<file path="src/rtl/core/pssr_pkg.sv">
// Shared types, constants and helpers for the projected sphere scissor rect block.
`timescale 1ns / 1ps
package pssr_pkg;

  localparam int MAX_PROXIES = 64;
  localparam int FRAC_BITS   = 16;
  localparam int SEEN_W      = $clog2(MAX_PROXIES + 1);

  localparam int VAL_W  = 32;
  localparam int PIX_W  = 14;
  localparam int DIM_W  = 31;
  localparam int SW     = 50;
  localparam int MUL_W  = 34;
  localparam int PROD_W = 2 * MUL_W;
  localparam int DVD_W  = 48;
  localparam int DVS_W  = 34;
  localparam int SQ_STEPS = 32;

  localparam int N_MATRIX = 16;
  localparam int N_PROXY  = 18;

  localparam int IN_TDATA_W  = VAL_W;
  localparam int IN_TUSER_W  = 7;
  localparam int OUT_TDATA_W = 8 * PIX_W;

  localparam int P_AXIS0   = 3;
  localparam int P_TERMS_X = 12;
  localparam int P_TERMS_Y = 13;
  localparam int P_TERMS_Z = 14;
  localparam int P_TERMS_W = 15;
  localparam int P_MOTION  = 16;
  localparam int P_SHAPE   = 17;

  localparam logic [PIX_W-1:0] WIDTH_RST  = 14'd1920;
  localparam logic [PIX_W-1:0] HEIGHT_RST = 14'd1080;
  localparam logic [DIM_W-1:0] NEAR_RST   = 31'd6554;
  localparam logic [DIM_W-1:0] SCALE_RST  = 31'd66191;

  typedef logic signed [VAL_W-1:0] val_t;
  typedef logic signed [SW-1:0]    wide_t;

  typedef enum logic [1:0] {
    REQ_MATRIX = 2'd0,
    REQ_PROXY  = 2'd1,
    REQ_EVAL   = 2'd2,
    REQ_FINISH = 2'd3
  } req_t;

  typedef enum logic [1:0] {
    CFG_WIDTH  = 2'd0,
    CFG_HEIGHT = 2'd1,
    CFG_NEAR   = 2'd2,
    CFG_SCALE  = 2'd3
  } cfg_idx_t;

  function automatic val_t sat32(input wide_t v);
    if (&v[SW-1:VAL_W-1] || ~|v[SW-1:VAL_W-1]) return v[VAL_W-1:0];
    else if (v[SW-1]) return {1'b1, {(VAL_W-1){1'b0}}};
    else return {1'b0, {(VAL_W-1){1'b1}}};
  endfunction

endpackage

</file>
<file path="src/rtl/core/pssr_div.sv">
// Restoring unsigned divider, one quotient bit per cycle.
`timescale 1ns / 1ps
module pssr_div (
  input  logic                        clk,
  input  logic                        rst_n,
  input  logic                        div_go,
  input  logic [pssr_pkg::DVD_W-1:0]  div_num,
  input  logic [pssr_pkg::DVS_W-1:0]  div_den,
  output logic [pssr_pkg::DVD_W-1:0]  div_quo,
  output logic                        div_rem_nz,
  output logic                        div_done
);
  import pssr_pkg::*;

  localparam int CNT_W = $clog2(DVD_W);

  logic [DVD_W-1:0] quo_r;
  logic [DVS_W-1:0] rem_r, den_r;
  logic [DVS_W:0]   trial, diff;
  logic             fits;
  logic [CNT_W-1:0] cnt_r;
  logic             busy_r, done_r;

  always_comb begin
    trial = {rem_r, quo_r[DVD_W-1]};
    diff  = trial - {1'b0, den_r};
    fits  = trial >= {1'b0, den_r};
  end

  always_ff @(posedge clk) begin
    if (!rst_n) begin
      busy_r <= 1'b0;
      done_r <= 1'b0;
    end else begin
      done_r <= 1'b0;
      if (div_go) begin
        busy_r <= 1'b1;
        cnt_r  <= '0;
        rem_r  <= '0;
        quo_r  <= div_num;
        den_r  <= div_den;
      end else if (busy_r) begin
        rem_r <= fits ? diff[DVS_W-1:0] : trial[DVS_W-1:0];
        quo_r <= {quo_r[DVD_W-2:0], fits};
        cnt_r <= cnt_r + 1'b1;
        if (cnt_r == CNT_W'(DVD_W - 1)) begin
          busy_r <= 1'b0;
          done_r <= 1'b1;
        end
      end
    end
  end

  assign div_quo    = quo_r;
  assign div_rem_nz = |rem_r;
  assign div_done   = done_r;

endmodule

</file>
<file path="config.mk">
export PLATFORM = sky130hd
export DESIGN_NAME = pssr_div
export DESIGN_NICKNAME = d
export VERILOG_FILES = /design/src/rtl/core/pssr_pkg.sv /design/src/rtl/core/pssr_div.sv
export SDC_FILE = /design/constraint.sdc
export NUM_CORES = 1
export LEC_CHECK = 0
export BUFFER_PORTS_ARGS = -buffer_cell sky130_fd_sc_hd__buf_4
export CAP_MARGIN = 15
export CORE_UTILIZATION = 33
export CTS_CLUSTER_SIZE = 24
export DETAILED_ROUTE_END_ITERATION = 16
export GPL_TIMING_DRIVEN = 0
export PLACE_DENSITY = 0.48
export SYNTH_ARGS = -nofsm -noshare
export SYNTH_HDL_FRONTEND = slang
export SYNTH_SLANG_ARGS = --single-unit
export TNS_END_PERCENT = 50
</file>
<file path="constraint.sdc">
create_clock -name clk -period 5 [get_ports clk]
set_input_delay 1 -clock clk [delete_from_list [all_inputs] [get_ports clk]]
set_output_delay 1 -clock clk [all_outputs]
set_load 0.005 [all_outputs]
</file>
==> qor.csv <==
metric;value;unit
drt_iter0_drc;279;
cts_sinks;124;
clkLatencyLatePin;420;ps
grt_pass1_wl;30070;um
clock_skew;11.24;ps
r2r_slack;1570;ps
core_area;0.02102;mm2
yosysWarnings;0;
power_leakage;0.003671;uW
r2r-end;rem_r[28]$_SDFFCE_PP0P_;
track_usage;0.1779;
fin_nets;889;
r2r_cells;12;
setup_viol;0;
relSlewSlack;0.4592;
synth_area;0.007054;mm2
cpPeakStageDelay;430;ps
first_pass_iters;4;
path_cells;inv_1, ha_1, inv_1, fa_1, a211oi_1, o21ai_0, a21oi_1, o21ai_1, a41oi_1, o21ai_1, xnor2_1, a211oi_2;
crit_type;reg2reg;
startpoint;div_quo[47]$_DFFE_PP_;
final_util;0.4309;
yosysTopAreaCell;edfxtp_1;
die_x;148.2;um
endpoint;rem_r[28]$_SDFFCE_PP0P_;
hold_viol;0;
portBuffers;134;
busiest_layer;met2;
num_vias;5347;
synth.distinct_cells;64;
gr-usage-met2;0.2847;
dieArea;0.02196;mm2
synth_cells;613;
synth_area_leaders;edfxtp_1 (52%), mux2_2 (7.7%), ha_1 (6.2%), a21oi_1 (3.5%), nand2_1 (3.0%);
post-route-min-period;3435;ps
timing.rr.start;div_quo[47]$_DFFE_PP_;
fmax;0.2912;GHz
async_reset_ff_frac;0;
cp-start-kind;flip-flop;
grt_overflow_total;0;
grt_use_met1;0.2219;
cts_buffers;17;
finalCritPeriodShare;0.6869;
gp_congestion;0.9067;
htreeDepth;4;
antenna_cells;0;
ioPinCount;135;
ys.flop_type;edfxtp_1;
std_cell_rows;53;
required;5140;ps
min_path_type;reg2reg;
cts.clk_slew.worst_paths;60;ps
critPathCaptureType;flip-flop;
area_growth;28.40;%
clockRootBuffer;clkbuf_16;
wire_per_inst;17.70;um
rsz0062_at_grt;no;
synth_seq_cells;124;
drive_above_1_share;0.3175;
totalWireLength;18690;um
dpl.hpwl;14010;um
synth_top_area_share;0.5193;
drc;0;
fp.dieH;148.2;um
initial_utilization;0.3356;
slew_viol_final;0;
cp_slowest_cell;edfxtp_1;
status;finished clean;
ant_nets;0;
via_per_inst;5.063;
clockBufferDepth;2;
ys_seq_area_frac;0.5250;
grt_max_degree;55;
vdd_drop_max;0.1874;mV
arrival;3580;ps
worst-slew-pin-transition;811.2;ps
path_max_fanout;4;
power;3304;uW
met3_usage;0.07147;
cts_hold_buf;0;
p_per_area;364.8;mW/mm2
cts_resized;0;
synth_nets;734;
synth_edf_count;122;
syn_area_per_cell;11.51;um2
cts_tree;built;
antenna_found_initial;0;
grt_pass1_vias;5552;
post_cts_buffers;0;
maxCapViolations;0;
## through the flow
stage / area, um2 / std cells / hold slack (ps) / setup slack [ps] / setup TNS (ps)
final: 9057 / 1056 / 556.3 / 1565 / 0
after global routing: 9057 / 1056 / 576.3 / 1339 / 0
after CTS: 9057 / 1056 / 560.6 / 1587 / 0
after detailed placement: 8467 / 1024 / 549.1 / 1457 / 0
after global placement: 8404 / 1022 / 510.8 / -261.0 / -22790
after floorplan: 7054 / 613 / 496.5 / 1202 / 0
## flip-flops by register name, indices dropped and copies added, names as in the netlist
register and cells:
busy_r 1, den_r 34, div_quo 48, rem_r 34, cnt_r 6, div_done 1
## power breakdown
group          switching [uW]  internal (uW)
sequential               51.4           1250
combinational             408            337
clock                     510            745
total                     969           2330
## placed cells by master, fill, tap and decap left out, types with 6 or more instances in the layout
cell / instances
a211oi_1: 9
a211oi_2: 6
a21o_1: 16
a21oi_1: 49
buf_2: 6
buf_4: 137
clkbuf_1: 8
clkbuf_16: 17
edfxtp_1: 122
ha_1: 35
inv_1: 48
mux2_2: 48
nand2_1: 57
nand3_1: 17
nand4_1: 8
nor2_1: 33
nor4_1: 10
o21a_1: 6
o21ai_0: 21
xnor2_1: 12
xor2_1: 14
## how the worst min path moves through the flow
stage | slack, ps | start | cells after the start | end
detailed placement | 550 | busy_r$_SDFF_PN0_ | 1 | div_done$_SDFF_PP0_
global route | 580 | busy_r$_SDFF_PN0_ | 1 | div_done$_SDFF_PP0_
CTS | 560 | busy_r$_SDFF_PN0_ | 1 | div_done$_SDFF_PP0_
floorplan | 500 | busy_r$_SDFF_PN0_ | 1 | div_done$_SDFF_PP0_
finish | 560 | busy_r$_SDFF_PN0_ | 1 | div_done$_SDFF_PP0_
global placement | 510 | busy_r$_SDFF_PN0_ | 1 | div_done$_SDFF_PP0_
## cell usage after synthesis (4+ instances only)
cell type	instances
clkbuf_1	7
or3_1	4
buf_1	4
a21oi_1	49
a211oi_2	6
inv_1	48
nand4_1	8
xnor2_1	12
o21ai_0	21
and2_1	4
mux2_2	48
a31oi_1	4
edfxtp_1	122
nand2_1	57
o21a_1	7
xor2_1	14
nor4_1	10
nand3_1	17
ha_1	35
and3_1	4
nor2_1	33
a211oi_1	9
o21bai_1	4
a21o_1	16
buf_2	6
nor3_1	5
## area by class of cell
class	count	area, um2
Clock inverter	14	161.4
Clock buffer	18	429.2
Buffer	24	132.6
Tap cell	275	344.1
Timing Repair Buffer	136	1061
Inverter	48	180.2
Sequential cell	124	3704
Multi-Input combinational cell	417	3045
Fill cell	2023	11960
## critical path, delay by kind of cell, from the launching register on
family                   cells  cell delay (ps)
flip-flops                   1              430
AO/OA/AOI/OAI                7             1780
XOR/XNOR                     1              240
adder cells (fa/ha/maj)      2              570
buffers and inverters        2              130
## layer usage
layer,part of all wire,vias up
met2,0.46,167
met4,0.012,0
met3,0.087,17
met1,0.44,2555
li1,-,2608
met5,0,-
## cells by family (layout without fill, tap and decap cells)
| family | Yosys count | count (layout) | synth area share |
|---|---|---|---|
| mux | 48 | 48 | 0.07662 |
| xor+xnor | 26 | 26 | 0.03228 |
| buf+inv | 72 | 240 | 0.04434 |
| fa+ha+maj | 36 | 36 | 0.06492 |
| flops | 124 | 124 | 0.5250 |
| simple gates | 157 | 157 | 0.1085 |
| compound gates | 150 | 150 | 0.1483 |
(Power assumes the default switching activity.)
