**src/rtl/core/pssr_pkg.sv**
```systemverilog
// Shared types, constants and helpers for the projected sphere scissor rect block.
`timescale 1ns / 1ps
package pssr_pkg;

  localparam int MAX_PROXIES = 64;
  localparam int FRAC_BITS   = 16;
  localparam int SEEN_W      = $clog2(MAX_PROXIES + 1);

  localparam int VAL_W  = 32;
  localparam int PIX_W  = 14;
  localparam int DIM_W  = 31;
  localparam int SW     = 50;
  localparam int MUL_W  = 34;
  localparam int PROD_W = 2 * MUL_W;
  localparam int DVD_W  = 48;
  localparam int DVS_W  = 34;
  localparam int SQ_STEPS = 32;

  localparam int N_MATRIX = 16;
  localparam int N_PROXY  = 18;

  localparam int IN_TDATA_W  = VAL_W;
  localparam int IN_TUSER_W  = 7;
  localparam int OUT_TDATA_W = 8 * PIX_W;

  localparam int P_AXIS0   = 3;
  localparam int P_TERMS_X = 12;
  localparam int P_TERMS_Y = 13;
  localparam int P_TERMS_Z = 14;
  localparam int P_TERMS_W = 15;
  localparam int P_MOTION  = 16;
  localparam int P_SHAPE   = 17;

  localparam logic [PIX_W-1:0] WIDTH_RST  = 14'd1920;
  localparam logic [PIX_W-1:0] HEIGHT_RST = 14'd1080;
  localparam logic [DIM_W-1:0] NEAR_RST   = 31'd6554;
  localparam logic [DIM_W-1:0] SCALE_RST  = 31'd66191;

  typedef logic signed [VAL_W-1:0] val_t;
  typedef logic signed [SW-1:0]    wide_t;

  typedef enum logic [1:0] {
    REQ_MATRIX = 2'd0,
    REQ_PROXY  = 2'd1,
    REQ_EVAL   = 2'd2,
    REQ_FINISH = 2'd3
  } req_t;

  typedef enum logic [1:0] {
    CFG_WIDTH  = 2'd0,
    CFG_HEIGHT = 2'd1,
    CFG_NEAR   = 2'd2,
    CFG_SCALE  = 2'd3
  } cfg_idx_t;

  function automatic val_t sat32(input wide_t v);
    if (&v[SW-1:VAL_W-1] || ~|v[SW-1:VAL_W-1]) return v[VAL_W-1:0];
    else if (v[SW-1]) return {1'b1, {(VAL_W-1){1'b0}}};
    else return {1'b0, {(VAL_W-1){1'b1}}};
  endfunction

endpackage

```
**src/rtl/core/pssr_mul.sv**
```systemverilog
// Bit-serial signed shift-add multiplier, one multiplier bit per cycle.
`timescale 1ns / 1ps
module pssr_mul (
  input  logic                                clk,
  input  logic                                rst_n,
  input  logic                                mul_go,
  input  logic signed [pssr_pkg::MUL_W-1:0]   mul_a,
  input  logic signed [pssr_pkg::MUL_W-1:0]   mul_b,
  output logic signed [pssr_pkg::PROD_W-1:0]  mul_prod,
  output logic                                mul_done
);
  import pssr_pkg::*;

  localparam int CNT_W = $clog2(MUL_W);

  logic signed [PROD_W-1:0] acc_r, mcand_r, acc_nxt, addend;
  logic [MUL_W-1:0]         mplier_r;
  logic [CNT_W-1:0]         cnt_r;
  logic                     busy_r, done_r;

  always_comb begin
    // top multiplier bit carries negative weight
    addend  = (cnt_r == CNT_W'(MUL_W - 1)) ? -mcand_r : mcand_r;
    acc_nxt = mplier_r[0] ? acc_r + addend : acc_r;
  end

  always_ff @(posedge clk) begin
    if (!rst_n) begin
      busy_r <= 1'b0;
      done_r <= 1'b0;
    end else begin
      done_r <= 1'b0;
      if (mul_go) begin
        busy_r   <= 1'b1;
        cnt_r    <= '0;
        acc_r    <= '0;
        mcand_r  <= PROD_W'(mul_a);
        mplier_r <= mul_b;
      end else if (busy_r) begin
        acc_r    <= acc_nxt;
        mcand_r  <= mcand_r <<< 1;
        mplier_r <= mplier_r >> 1;
        cnt_r    <= cnt_r + 1'b1;
        if (cnt_r == CNT_W'(MUL_W - 1)) begin
          busy_r <= 1'b0;
          done_r <= 1'b1;
        end
      end
    end
  end

  assign mul_prod = acc_r;
  assign mul_done = done_r;

endmodule

```
**config.mk**
```make
export PLATFORM = sky130hd
export DESIGN_NAME = pssr_mul
export DESIGN_NICKNAME = d
export VERILOG_FILES = /design/src/rtl/core/pssr_pkg.sv /design/src/rtl/core/pssr_mul.sv
export SDC_FILE = /design/constraint.sdc
export NUM_CORES = 1
export LEC_CHECK = 0
export ABC_AREA = 1
export BUFFER_PORTS_ARGS = -buffer_cell sky130_fd_sc_hd__buf_2
export CORE_MARGIN = 2
export CORE_UTILIZATION = 60
export DETAILED_ROUTE_END_ITERATION = 10
export GPL_TIMING_DRIVEN = 0
export PLACE_DENSITY = 0.84
export REMOVE_ABC_BUFFERS = 1
export SYNTH_ARGS = -nofsm -noshare
export SYNTH_HDL_FRONTEND = slang
export SYNTH_SLANG_ARGS = --single-unit
```
**constraint.sdc**
```tcl
create_clock -name clk -period 10.2 [get_ports clk]
set_input_delay 2.55 -clock clk [delete_from_list [all_inputs] [get_ports clk]]
set_output_delay 2.55 -clock clk [all_outputs]
set_load 0.02 [all_outputs]
```
==> metrics.md <==
| Metric | Value |
|---|---|
| Outcome | completed |
| Unrepaired setup endpoints after global routing | no |
| Post-synthesis sequential area ratio | 36.23% |
| VDD IR max | 95.10 uV |
| Total global routing overflow | 0 |
| Final setup TNS | 0 ps |
| Switch Pwr | 0.0008666 W |
| Hold_sp | busy_r |
| # setup viols final | 0 |
| Max-cap violations | 0 |
| Final core occ | 67.86% |
| Maximum number of pins on one net before global-route repair | 101 |
| Filler cells | 2137 |
| Non-Filler Instances | 2605 |
| DP HPWL | 35070 um |
| Drt wl/cell | 16.96 um |
| Synth Instances | 2143 |
| Reg-to-reg endpoint | mul_prod[67] |
| Longest Clk Path Bufs | 2 |
| Via-to-Cell Ratio | 5.569 |
| Residual DRC | 0 |
| RePlAce Congestion | 0.9970 |
| Routed wire length | 44190 um |
| First-pass GRT wire length | 68510 um |
| Hold Vio Cnt, Final | 0 |
| Synth Area in Compound Gates | 12.23% |
| Mux contribution to synthesized area | 0% |
| M2 GR Usage | 53.13% |
| Worst-path fanout max | 47 |
| Port Buffers | 139 |
| IO Pins | 140 |
| WP data arrival | 4750 ps |
| Post-Synth Simple-Gate Area | 32.00% |
| Hold EP | mul_done |
| Hold buffers post-CTS | 0 |
| Final Skew | 18.66 ps |
| Initial drt markers | 1696 |
| Slowest CP cell | edfxtp_1 |
| GR peak layer | met2 |
| CP max stage delay | 460 ps |
| Fin. max-slew vios | 0 |
| R2R depth | 17 |
| Clk sinks | 178 |
| Net Sw Frac | 37.85% |
| Tmin final | 4543 ps |
| Top Family by Delay on Critical Path | simple AND/OR/NAND/NOR gates |
| Antenna violation net count after detailed routing | 0 |
| Syn Std Cell Area | 0.01470 mm2 |
| Tcrit/Tclk final | 44.54% |
| Worst Path Required | 10400 ps |
| Int Power | 0.001423 W |
| Die Span Y | 160.5 um |
| CTS tree | yes |
| Clock power frac | 30.5% |
| Cell area power density | 139.5 mW/mm2 |
| Skew-Pair Late Insertion Delay | 450 ps |
| Die footprint | 0.02577 mm2 |
| Worst setup path class | flop to flop |
| Clk root buf | clkbuf_16 |
| Area grow syn2layout | 11.61% |
| Met3 Usage GRT | 4.545% |
| Vias in the first global route | 13250 |
| Largest family of logic cells by synthesized area | simple AND/OR/NAND/NOR gates |
| Gr usage total | 34.16% |
| Diode count | 0 |
| Ys async rst share | 0% |
| Post-synthesis xor/xnor area fraction | 3.575% |
| Flops & latches, synth | 178 |
| CP bufs+invs | 3 |
| Nets | 2411 |
| Power consumption | 0.002289 W |
| M1 GR Usage | 49.56% |
| Relative slew slack | 34.82% |
| Critical-path cell list | nor3_1, and3_2, buf_12, inv_1, a21oi_1, xor2_1, inv_1, ha_1, nand2_1, nor2_1, nand3_1, nor2_1, nand2_1, nand2_1, nand2_1, a21oi_1, nor2_1 |
| Syn. warnings | 0 |
| H-tree depth | 4 |
| Fraction of layout cells with a size suffix above 1 | 11.09% |
| CTS Buf Count | 17 |
| Slack of the worst reg-to-reg path | 5660 ps |
| Critical Path Most Common Cell | nand2_1 |
| Vias | 14510 |
| CP endpoint kind | flop |
| LEAKAGE | 7.870 nW |
| Placed cell count | 2573 |
| Hold Crit Class | flop to flop |
| Clock-pin slew on the worst setup and hold paths | 90 ps |
| Pre-Repair DR Iteration Count | 8 |
| Number of synthesized flops with an enable pin | 176 |
| Chip width | 160.5 um |
| Reg2reg start | cnt_r[2] |
| Startpoint types | flop |
| Adder-cell share of the synthesized area | 6.180% |
| Post-Syn Area per Cell | 6.859 um2 |
| Initial Util | 60.80% |
| Sequential power share | 40.1% |
| Top_reg_cell synth | edfxtp_1 |
| Post-CTS resize count | 0 |
| Netlist cell types | 48 |
| Combinational share of power | 29.4% |
| Core area | 0.02418 mm2 |
| Post-CTS Setup Bufs | 0 |
| Initial antenna violation count | 0 |
| Fmax | 220.1 MHz |
| Hold path cells | 2 |
| Floorplan row count | 57 |
| Slew at the pin closest to its max-slew limit | 975.4 ps |
layer usage:
layer | wire length, um | part of all wire, % | up-vias
met3 | 3954 | 8.9 | 95
met5 | 0 | 0 | -
met2 | 19490 | 44 | 671
met4 | 1440 | 3.3 | 0
met1 | 19300 | 44 | 6588
li1 | - | - | 7154
sequential cells by signal, indices dropped and copies added (netlist names):
name	cells
busy_r	1
mplier_r	34
mcand_r	68
mul_prod	68
cnt_r	6
mul_done	1
power groups by stage:
stage	Sequential (W)	Combinational (W)	Clock, W
final	0.000918	0.000673	0.000698
after global routing	0.000923	0.000749	0.000723
after CTS	0.000917	0.000658	0.000701
after detailed placement	0.000933	0.000654	0
after global placement	0.000937	0.000637	0
after floorplan	0.000950	0.000430	0
kinds of logic (layout without fill, tap and decap cells):
| family | Yosys count | after routing |
|---|---|---|
| xor gates and xnor gates | 60 | 60 |
| and+or+nand+nor | 1119 | 1119 |
| AOI/OAI and AO/OA | 335 | 335 |
| adders and majority gates | 72 | 72 |
| DFF | 178 | 178 |
| buffers and inverters | 379 | 517 |
cell usage in the layout, fill, tap and decap left out, types with 3 or more instances in the layout:
cell and instances:
buf_16 3, nand3_1 79, o21ai_1 4, o21a_1 7
nand2_1 665, nor2_2 14, nand3_4 5, nand2_2 11
clkinv_8 4, ha_1 71, inv_1 323, nand3b_1 5
buf_2 138, edfxtp_1 176, buf_12 3, inv_8 4
clkbuf_16 17, nand3_2 7, nor2_1 268, nand4_1 16
inv_2 13, nor4_1 3, nor2_4 6, xor2_1 59
a21oi_1 154, o21bai_1 12, nor3_1 31, o21ai_0 142
worst reg2reg max path: cells and delay by family (launching register included):
kind	cells	cell delay, ps
compound gates	2	470
buf+inv	3	830
fa+ha+maj	1	380
xor+xnor	1	200
simple gates	10	1970
flops	1	460
area by class of cell:
cell class	count	area [um2]	share of cell area (%)
Multi-Input combinational cell	1586	7944	48.42
Sequential cell	178	5325	32.46
Inverter	340	1282	7.817
Timing Repair Buffer	145	840.8	5.125
Clock buffer	17	425.4	2.593
Tap cell	324	405.4	2.471
Clock inverter	15	182.7	1.113
metrics by stage:
step	cell area, um2	hold WS (ps)	setup WS, ps
2_1_floorplan	14540	416.5	4176
3_3_place_gp	15640	422.9	420.7
3_5_place_dp	15800	427.9	5489
4_1_cts	16410	441.0	5731
5_1_grt	16410	465.0	5255
6_report	16410	444.4	5657
synthesized netlist by cell type, drive strengths merged, types with 4 or more instances:
library cell | instances | area, um2
a21oi | 155 | 779.5
buf | 13 | 63.81
clkbuf | 26 | 97.59
edfxtp | 176 | 5285
ha | 71 | 888.4
inv | 338 | 1269
nand2 | 677 | 2576
nand3 | 91 | 553.0
nand3b | 5 | 37.54
nand4 | 16 | 100.1
nor2 | 290 | 1194
nor3 | 32 | 165.2
nor4 | 6 | 65.06
o21a | 7 | 52.55
o21ai | 150 | 780.7
o21bai | 13 | 101.4
o31ai | 4 | 40.03
xor2 | 59 | 516.8
worst max-delay path by stage:
stage | from | end | slack [ps] | cells after the start
after floorplan | mul_go | mul_prod[0] | 4180 | 2
after global placement | mul_go | mul_prod[65] | 420 | 3
after detailed placement | mul_go | mcand_r[65] | 5490 | 4
after CTS | cnt_r[2] | mul_prod[67] | 5730 | 17
after global routing | cnt_r[2] | mul_prod[67] | 5260 | 17
final | cnt_r[2] | mul_prod[67] | 5660 | 17
Power figures use the tool's default switching activity.
